**src/sv/srd_pkg.sv**
```systemverilog
`default_nettype none

package srd_pkg;

   // Operand and result fields are fixed at 16 bits
   localparam int FieldW       = 16;
   // Accumulator width used when the top level is not overridden
   localparam int DefaultWidth = 16;
   // Entries in the queue between classifier and divider pipe
   localparam int QueueDepth   = 2;
   localparam int QueuePtrW    = $clog2(QueueDepth);
   localparam int QueueCntW    = $clog2(QueueDepth + 1);

   // Per-item sideband that rides beside the magnitudes
   typedef struct packed {
      logic              quo_neg;
      logic              rem_neg;
      logic              div_zero;
      logic [FieldW-1:0] dividend;
   } tag_type;

endpackage

`default_nettype wire

```
**src/sv/srd_front.sv**
```systemverilog
`default_nettype none

module srd_front #(
   parameter int WIDTH = srd_pkg::DefaultWidth
) (
   input  wire logic                       start,
   input  wire logic                       queue_full,
   input  wire logic [srd_pkg::FieldW-1:0] req_dividend,
   input  wire logic [srd_pkg::FieldW-1:0] req_divisor,
   output logic                            push,
   output logic [WIDTH-1:0]                push_num,
   output logic [WIDTH-1:0]                push_den,
   output srd_pkg::tag_type                push_tag
);
   import srd_pkg::*;

   localparam int MagW = (WIDTH > FieldW + 1) ? WIDTH : FieldW + 1;
   localparam logic [MagW-1:0] MagLim = MagW'((64'd1 << (WIDTH - 1)) - 64'd1);

   logic [FieldW:0]  dvd_ext;
   logic [FieldW:0]  dvs_ext;
   logic [FieldW:0]  dvd_abs;
   logic [FieldW:0]  dvs_abs;
   logic [MagW-1:0]  dvd_wide;
   logic [MagW-1:0]  dvs_wide;
   logic [MagW-1:0]  dvd_sat;
   logic [MagW-1:0]  dvs_sat;

   // take the beat whenever the queue has room
   assign push = start && !queue_full;

   always_comb begin
      dvd_ext  = {req_dividend[FieldW-1], req_dividend};
      dvs_ext  = {req_divisor[FieldW-1], req_divisor};
      dvd_abs  = req_dividend[FieldW-1] ? ((FieldW+1)'(0) - dvd_ext) : dvd_ext;
      dvs_abs  = req_divisor[FieldW-1]  ? ((FieldW+1)'(0) - dvs_ext) : dvs_ext;
      dvd_wide = MagW'(dvd_abs);
      dvs_wide = MagW'(dvs_abs);
      // clamp magnitudes that do not fit below the accumulator sign bit
      dvd_sat  = (dvd_wide > MagLim) ? MagLim : dvd_wide;
      dvs_sat  = (dvs_wide > MagLim) ? MagLim : dvs_wide;
      push_num = dvd_sat[WIDTH-1:0];
      push_den = dvs_sat[WIDTH-1:0];

      push_tag.quo_neg  = req_dividend[FieldW-1] ^ req_divisor[FieldW-1];
      push_tag.rem_neg  = req_dividend[FieldW-1];
      push_tag.div_zero = (req_divisor == '0);
      push_tag.dividend = req_dividend;
   end

endmodule

`default_nettype wire

```
**src/sv/srd_queue.sv**
```systemverilog
`default_nettype none

module srd_queue #(
   parameter int WIDTH = srd_pkg::DefaultWidth
) (
   input  wire logic             clock,
   input  wire logic             reset,
   input  wire logic             push,
   input  wire logic [WIDTH-1:0] push_num,
   input  wire logic [WIDTH-1:0] push_den,
   input  srd_pkg::tag_type      push_tag,
   output logic                  full,
   output logic                  head_valid,
   output logic [WIDTH-1:0]      head_num,
   output logic [WIDTH-1:0]      head_den,
   output srd_pkg::tag_type      head_tag
);
   import srd_pkg::*;

   logic [WIDTH-1:0]     num_ff [QueueDepth];
   logic [WIDTH-1:0]     den_ff [QueueDepth];
   tag_type              tag_ff [QueueDepth];
   logic [QueuePtrW-1:0] wr_ptr_ff, wr_ptr_in;
   logic [QueuePtrW-1:0] rd_ptr_ff, rd_ptr_in;
   logic [QueueCntW-1:0] count_ff, count_in;
   logic                 pop;

   assign full       = (count_ff == QueueCntW'(QueueDepth));
   assign head_valid = (count_ff != '0);
   // the divider pipe never stalls: drop the head every cycle it is present
   assign pop        = head_valid;
   assign head_num   = num_ff[rd_ptr_ff];
   assign head_den   = den_ff[rd_ptr_ff];
   assign head_tag   = tag_ff[rd_ptr_ff];

   always_comb begin
      wr_ptr_in = wr_ptr_ff;
      rd_ptr_in = rd_ptr_ff;
      count_in  = count_ff;
      if (push) begin
         wr_ptr_in = (wr_ptr_ff == QueuePtrW'(QueueDepth - 1)) ? '0 : wr_ptr_ff + 1'b1;
      end
      if (pop) begin
         rd_ptr_in = (rd_ptr_ff == QueuePtrW'(QueueDepth - 1)) ? '0 : rd_ptr_ff + 1'b1;
      end
      if (push && !pop) begin
         count_in = count_ff + 1'b1;
      end else if (pop && !push) begin
         count_in = count_ff - 1'b1;
      end
   end

   always_ff @(posedge clock) begin
      if (reset) begin
         wr_ptr_ff <= '0;
         rd_ptr_ff <= '0;
         count_ff  <= '0;
      end else begin
         wr_ptr_ff <= wr_ptr_in;
         rd_ptr_ff <= rd_ptr_in;
         count_ff  <= count_in;
      end
   end

   always_ff @(posedge clock) begin
      if (push) begin
         num_ff[wr_ptr_ff] <= push_num;
         den_ff[wr_ptr_ff] <= push_den;
         tag_ff[wr_ptr_ff] <= push_tag;
      end
   end

endmodule

`default_nettype wire

```
**src/sv/srd_back.sv**
```systemverilog
`default_nettype none

module srd_back #(
   parameter int WIDTH = srd_pkg::DefaultWidth
) (
   input  wire logic                       clock,
   input  wire logic                       reset,
   input  wire logic                       in_valid,
   input  wire logic [WIDTH-1:0]           in_num,
   input  wire logic [WIDTH-1:0]           in_den,
   input  srd_pkg::tag_type                in_tag,
   output logic                            rsp_valid,
   output logic [srd_pkg::FieldW-1:0]      rsp_quotient,
   output logic [srd_pkg::FieldW-1:0]      rsp_remainder,
   output logic                            rsp_divide_by_zero
);
   import srd_pkg::*;

   localparam int ResW = (WIDTH > FieldW) ? WIDTH : FieldW;

   // one register stage per quotient bit
   logic             vld_ff [WIDTH];
   logic [WIDTH-1:0] acc_ff [WIDTH];
   logic [WIDTH-1:0] quo_ff [WIDTH];
   logic [WIDTH-1:0] den_ff [WIDTH];
   tag_type          tag_ff [WIDTH];
   logic             vld_in [WIDTH];
   logic [WIDTH-1:0] acc_in [WIDTH];
   logic [WIDTH-1:0] quo_in [WIDTH];
   logic [WIDTH-1:0] den_in [WIDTH];
   tag_type          tag_in [WIDTH];

   logic              out_vld_ff;
   logic [FieldW-1:0] out_quo_ff, out_quo_in;
   logic [FieldW-1:0] out_rem_ff, out_rem_in;
   logic              out_dbz_ff, out_dbz_in;
   logic [ResW-1:0]   quo_ext;
   logic [ResW-1:0]   rem_ext;
   logic [ResW-1:0]   quo_sgn;
   logic [ResW-1:0]   rem_sgn;

   for (genvar k = 0; k < WIDTH; k++) begin : g_round
      logic [WIDTH-1:0] src_acc;
      logic [WIDTH-1:0] src_quo;
      logic [WIDTH-1:0] src_den;
      tag_type          src_tag;
      logic             src_vld;
      logic [WIDTH-1:0] acc_sh;
      logic [WIDTH:0]   diff;

      if (k == 0) begin : g_head
         assign src_vld = in_valid;
         assign src_acc = '0;
         assign src_quo = in_num;
         assign src_den = in_den;
         assign src_tag = in_tag;
      end else begin : g_body
         assign src_vld = vld_ff[k-1];
         assign src_acc = acc_ff[k-1];
         assign src_quo = quo_ff[k-1];
         assign src_den = den_ff[k-1];
         assign src_tag = tag_ff[k-1];
      end

      // shift in the next dividend bit, trial-subtract, restore on borrow
      always_comb begin
         acc_sh    = {src_acc[WIDTH-2:0], src_quo[WIDTH-1]};
         diff      = {1'b0, acc_sh} - {1'b0, src_den};
         vld_in[k] = src_vld;
         den_in[k] = src_den;
         tag_in[k] = src_tag;
         if (!diff[WIDTH]) begin
            acc_in[k] = diff[WIDTH-1:0];
            quo_in[k] = {src_quo[WIDTH-2:0], 1'b1};
         end else begin
            acc_in[k] = acc_sh;
            quo_in[k] = {src_quo[WIDTH-2:0], 1'b0};
         end
      end

      always_ff @(posedge clock) begin
         if (reset) begin
            vld_ff[k] <= 1'b0;
         end else begin
            vld_ff[k] <= vld_in[k];
         end
      end

      always_ff @(posedge clock) begin
         acc_ff[k] <= acc_in[k];
         quo_ff[k] <= quo_in[k];
         den_ff[k] <= den_in[k];
         tag_ff[k] <= tag_in[k];
      end
   end

   // apply signs, or pass the dividend through on a zero divisor
   always_comb begin
      quo_ext = ResW'(quo_ff[WIDTH-1]);
      rem_ext = ResW'(acc_ff[WIDTH-1]);
      quo_sgn = tag_ff[WIDTH-1].quo_neg ? (ResW'(0) - quo_ext) : quo_ext;
      rem_sgn = tag_ff[WIDTH-1].rem_neg ? (ResW'(0) - rem_ext) : rem_ext;
      out_dbz_in = tag_ff[WIDTH-1].div_zero;
      if (tag_ff[WIDTH-1].div_zero) begin
         out_quo_in = '0;
         out_rem_in = tag_ff[WIDTH-1].dividend;
      end else begin
         out_quo_in = quo_sgn[FieldW-1:0];
         out_rem_in = rem_sgn[FieldW-1:0];
      end
   end

   always_ff @(posedge clock) begin
      if (reset) begin
         out_vld_ff <= 1'b0;
      end else begin
         out_vld_ff <= vld_ff[WIDTH-1];
      end
   end

   always_ff @(posedge clock) begin
      out_quo_ff <= out_quo_in;
      out_rem_ff <= out_rem_in;
      out_dbz_ff <= out_dbz_in;
   end

   assign rsp_valid          = out_vld_ff;
   assign rsp_quotient       = out_quo_ff;
   assign rsp_remainder      = out_rem_ff;
   assign rsp_divide_by_zero = out_dbz_ff;

endmodule

`default_nettype wire

```
**src/sv/signed_restoring_divider_unit.sv**
```systemverilog
// A taken beat goes through the queue, the WIDTH restoring stages and the sign
//   fix-up register; its result is then strobed on rsp_valid.
// Throughput: one beat per cycle, set by the WIDTH-stage restoring pipe.
// Reset: synchronous, active high; clears the queue and all valid bits.
// The receiver cannot stall: each result shows for exactly one cycle.
`default_nettype none

module signed_restoring_divider_unit #(
   parameter int WIDTH = srd_pkg::DefaultWidth
) (
   input  wire logic                       clock,
   input  wire logic                       reset,
   input  wire logic                       start,
   output logic                            busy,
   input  wire logic [srd_pkg::FieldW-1:0] req_dividend,
   input  wire logic [srd_pkg::FieldW-1:0] req_divisor,
   output logic                            rsp_valid,
   output logic [srd_pkg::FieldW-1:0]      rsp_quotient,
   output logic [srd_pkg::FieldW-1:0]      rsp_remainder,
   output logic                            rsp_divide_by_zero
);
   import srd_pkg::*;

   // Front: classify the beat (signs, clamped magnitudes, zero divisor)
   logic             push;
   logic [WIDTH-1:0] push_num;
   logic [WIDTH-1:0] push_den;
   tag_type          push_tag;

   // Queue between front and pipe
   logic             queue_full;
   logic             head_valid;
   logic [WIDTH-1:0] head_num;
   logic [WIDTH-1:0] head_den;
   tag_type          head_tag;

   // Hold off new beats only while the queue is full
   assign busy = queue_full;

   srd_front #(
      .WIDTH (WIDTH)
   ) u_front (
      .start        (start),
      .queue_full   (queue_full),
      .req_dividend (req_dividend),
      .req_divisor  (req_divisor),
      .push         (push),
      .push_num     (push_num),
      .push_den     (push_den),
      .push_tag     (push_tag)
   );

   srd_queue #(
      .WIDTH (WIDTH)
   ) u_queue (
      .clock      (clock),
      .reset      (reset),
      .push       (push),
      .push_num   (push_num),
      .push_den   (push_den),
      .push_tag   (push_tag),
      .full       (queue_full),
      .head_valid (head_valid),
      .head_num   (head_num),
      .head_den   (head_den),
      .head_tag   (head_tag)
   );

   // Back: one shift-subtract round per stage, then sign fix-up register
   srd_back #(
      .WIDTH (WIDTH)
   ) u_back (
      .clock              (clock),
      .reset              (reset),
      .in_valid           (head_valid),
      .in_num             (head_num),
      .in_den             (head_den),
      .in_tag             (head_tag),
      .rsp_valid          (rsp_valid),
      .rsp_quotient       (rsp_quotient),
      .rsp_remainder      (rsp_remainder),
      .rsp_divide_by_zero (rsp_divide_by_zero)
   );

endmodule

`default_nettype wire

```
**config.mk**
```make
export PLATFORM = sky130hd
export DESIGN_NAME = signed_restoring_divider_unit
export DESIGN_NICKNAME = d
export VERILOG_FILES = /design/src/sv/srd_pkg.sv /design/src/sv/srd_front.sv /design/src/sv/srd_queue.sv /design/src/sv/srd_back.sv /design/src/sv/signed_restoring_divider_unit.sv
export SDC_FILE = /design/constraint.sdc
export NUM_CORES = 1
export LEC_CHECK = 0
export BUFFER_PORTS_ARGS = -buffer_cell sky130_fd_sc_hd__buf_2
export CORE_MARGIN = 4
export CORE_UTILIZATION = 55
export DETAILED_ROUTE_END_ITERATION = 6
export GPL_ROUTABILITY_DRIVEN = 1
export GPL_TIMING_DRIVEN = 0
export PLACE_DENSITY = 0.7
export SLEW_MARGIN = 20
export SYNTH_ARGS = -nofsm -noshare
export SYNTH_HDL_FRONTEND = slang
export SYNTH_SLANG_ARGS = --single-unit
```
**constraint.sdc**
```tcl
create_clock -name clock -period 2.9 [get_ports clock]
set_input_delay 0.145 -clock clock [delete_from_list [all_inputs] [get_ports clock]]
set_output_delay 0.145 -clock clock [all_outputs]
set_load 0.01 [all_outputs]
```
==> results.txt <==
----------------------------------------------------
[Routing]
  Mean number of vias per cell ... roughly 5
  Max layer used ... met4
  Via count ... 24610
  Number of detailed-route iterations in the first pass ... 5
  Met2 wirelength from detailed routing ... 37580 µm
  Detailed Route WL ... a little over 70000 µm
  Met1 Routed Length ... 29300 µm
  Met3 WL post-DR ... just over 2000 µm
  DRC Markers ... 0
  Starting DRC count in detailed routing ... 1065
  Final antenna-violating net count ... 0
  Average wire length per cell after detail routing ... between 10 and 15 µm

[Cells and area]
  Util after Layout ... approximately two thirds
  Nets ... between 4000 and 5000
  Layout cells sized above 1 ... between 10% and 20%
  Non-filler instance count after layout ... about 4800
  Filler instances ... 5600
  Post-synthesis to final-layout area growth ... 16.59%
  Finished layout cell area ... 47650 µm²
  Antenna cell count ... 0

[Setup path]
  Reg2Reg Setup Slack ... -0.04 ns
  Biggest cell delay along the critical path ... between 0.3 and 0.4 ns
  Sort of element at the start of the critical path ... register
  Launch point of the worst reg-to-reg path ... u_back.quo_ff[1][63]
  Worst-path cell chain ... inv_2, ha_4, fa_2, nor2b_2, o31a_1, o221a_4, o32a_1, a21bo_2, o31ai_4, buf_4, mux2_4
  Crit path launch ... u_back.quo_ff[1][63]
  Capture instance of the worst register-to-register path ... u_back.acc_ff[1][76]
  Top fanout value on the critical path ... 4
  Cell at the slowest stage of the critical path ... o32a_1
  Category of the worst setup path capture point ... register
  Data arrival, critical path ... between 3 and 4 ns
  Startpoint-to-endpoint class of the critical path ... reg2reg
  Endpoint of the most critical setup path ... u_back.acc_ff[1][76]
  Data required time of the worst path ... ~3.4 ns
  Worst reg2reg path depth ... 11

[Placement]
  Total placed cells including tap cells ... around 4600
  Total of buffers placed on input and output ports ... ~70
  Final RePlAce weighted congestion ... roughly 0.85
  Cell area after placement ... about 42000 µm²
  Estimated wirelength of the detail-placed design ... 48660 µm

[Synthesis]
  Count of unique library cells instantiated by Yosys ... between 70 and 80
  Largest cells by area after synthesis ... dfxtp_1 (53%), ha_1 (7.6%), edfxtp_1 (7.3%)
  Part of the Yosys area used for sequential elements ... about 60%
  Leading area contributor after synthesis ... dfxtp_1
  FFs w/ async S/R, synth ... 0%
  Post-synth EDFFs ... 100
  Synth warn ... 0
  Number of flip-flops and latches in the synthesized netlist ... 1180
  Primary flip-flop cell chosen by synthesis mapping ... dfxtp_1
  Area of the mapped netlist ... 40870 µm²
  Avg Cell Area, Syn ... around 12 µm²
  Share of the synthesized area in the top cell type ... 52.90%
  Count of mapped cells out of synthesis ... ~3500

[Min path]
  Type of the worst min-delay path ... in2reg

[GRT]
  Antenna violations before repair ... 0
  Pin count of the biggest net entering global routing ... 51
  Overall overflow remaining after global route ... 0
  Vias in the first global route ... 24700
  Global Route Usage Sum ... between 10% and 20%
  Global-route wire length before repair ... between 100000 and 150000 µm

[Outcome]
  Run status ... finished with violations
  Violated checks ... negative setup slack

[CTS]
  Later-pin clock latency in the skew report ... 0.69 ns
  CTS Buf Count ... approximately 110
  Maximum number of buffers from clock root to sink ... 3
  H-Tree Level Count ... 3
  Clock root buffer ... clkbuf_16
  Clock Pin Slew Worst Setup and Hold Paths ... approximately 0.060 ns
  TritonCTS clock tree ... built
  Number of clock sinks ... 1180

[Floorplanning]
  Floorplan die height ... ~280 µm
  Row count ... 99
  Die outline area ... about 80000 µm²
  Horiz. Die Dim ... approximately 280 µm
  Top-level I/O count ... 70
  Placeable Area ... 73330 µm²
  Starting utilization of the core area ... about 56%

[STA]
  Minimum clock period ... 2.942 ns
  Slack of the critical path ... -0.04199 ns
  Final period util ... 101.4%
  Clock tree skew after final layout ... between 0.03 and 0.04 ns
  Setup repair after global routing missed its margin ... yes
  Headroom to the max-slew limit ... 45.78%
  Fmax ... ~340 MHz
  Number of slew-limit violations in the final report ... 0
  Final Hold Viols ... 0
  Number of setup violations in the final report ... 12
  Actual slew at the worst max-slew pin ... about 0.81 ns

[Flow run]
  Number of max-capacitance violations reported ... 0

----------------------------------------------------
-- cells by family (layout without fill, tap and decap cells) --
family                   Yosys count  count (layout)  share of synthesized area, %
adder cells (fa/ha/maj)          262             262                         8.297
multiplexers                     204             204                         5.590
XOR/XNOR                         190             190                         4.072
AO/OA/AOI/OAI                    693             693                         11.06
other                              1              11                      0.009176
buffers and inverters            379             730                         3.548
AND/OR/NAND/NOR                  610             610                         7.176
flip-flops                      1180            1180                         60.25
-- worst max-delay path: cells and delay by family (launching register included) --
family / cells / cell delay, ns
and+or+nand+nor: 1 / 0.06
adders and majority gates: 2 / 0.36
muxes: 1 / 0.30
DFF: 1 / 0.31
buffers and inverters: 2 / 0.29
AOI/OAI and AO/OA: 5 / 1.48
-- Yosys cell counts, types with 38 or more instances --
| cell type | n |
|---|---|
| a21o_1 | 48 |
| a21oi_1 | 171 |
| clkbuf_1 | 38 |
| dfxtp_1 | 1080 |
| edfxtp_1 | 100 |
| ha_1 | 247 |
| inv_1 | 325 |
| mux2_2 | 166 |
| nand2_1 | 181 |
| nor2_1 | 176 |
| nor2b_1 | 60 |
| o21a_1 | 69 |
| o21ai_0 | 164 |
| xnor2_1 | 99 |
| xor2_1 | 91 |
-- through the flow --
step	setup slack, ns	TNS [ns]	hold slack (ns)
floorplan	0.06471	0	0.2166
global placement	-0.7811	-63.57	0.3095
detailed placement	-0.8011	-54.54	0.3121
CTS	-0.07540	-0.5616	0.01478
global route	-0.1275	-2.743	0.03846
finish	-0.04199	-0.2429	0.06439
-- cells in the final DEF (no fill, tap or decap), drive strengths merged, types with 13 or more instances in the layout --
cell type       n
buf           130
o211ai         21
mux2          173
bufinv         17
dfxtp        1080
inv           333
o21a           69
and3           16
or3            16
clkinv         26
nand3          28
o21ai         170
o41ai          13
o31ai          27
xor2           91
edfxtp        100
a31oi          24
nor2b          60
ha            247
dlygate4sd3    37
fa             15
nor3           30
o31a           24
nand2b         34
mux2i          31
clkbuf        182
a21o           48
xnor2          99
nor2          176
nand2         181
a21oi         172
a211oi         31
-- area by class of cell --
cell class | count | area [µm²] | share of cell area, %
plain buffers | 50 | 292.8 | 0.6144
well taps | 959 | 1200 | 2.518
flip-flops and latches | 1180 | 24630 | 51.68
inverters | 325 | 1220 | 2.560
multi-input cells | 1970 | 15190 | 31.87
clock inverters | 56 | 907.1 | 1.904
repair buffers | 147 | 1052 | 2.208
clock buffers | 152 | 3164 | 6.641
-- registers in the layout, summed over array words and instances (netlist names), 2 cells and up, named ones only --
register and flops:
u_queue.count_ff 2, u_back.quo_ff 256, u_back.rsp_quotient 16, u_back.vld_ff 16
u_queue.den_ff 32, u_back.den_ff 240, u_queue.num_ff 32, u_back.tag_ff 288
u_queue.tag_ff 36, u_back.acc_ff 241, u_back.rsp_remainder 16
-- how the worst min path moves through the flow --
stage / cells past startpoint / start / endpoint
after detailed placement: 0 / u_back.quo_ff[0][89] / u_back.quo_ff[0][106]
final: 2 / req_divisor[15] / u_queue.tag_ff[0][18]
after CTS: 2 / req_divisor[15] / u_queue.tag_ff[0][18]
after global placement: 0 / u_back.tag_ff[0][87] / u_back.tag_ff[0][106]
after global routing: 2 / req_divisor[15] / u_queue.tag_ff[0][18]
after floorplan: 1 / reset / u_back.vld_ff[5]
-- layer usage --
layer | up-vias | global-route usage (%)
li1 | 12640 | -
met1 | 11450 | 20.27
met2 | 366 | 34.01
met3 | 160 | 2.971
met4 | 0 | 6.432
met5 | - | 0
-- repair_timing --
action,4_1_cts,5_1_grt
buffers inserted,20,19
setup endpoints to repair,212,154
pin swaps,16,33
hold endpoints to repair,120,0
hold buffers,37,0
resized for setup,67,62
cloned,1,1
Power is not shown: default switching activity piles up to over one toggle a cycle in this logic, so the estimate is an artifact.
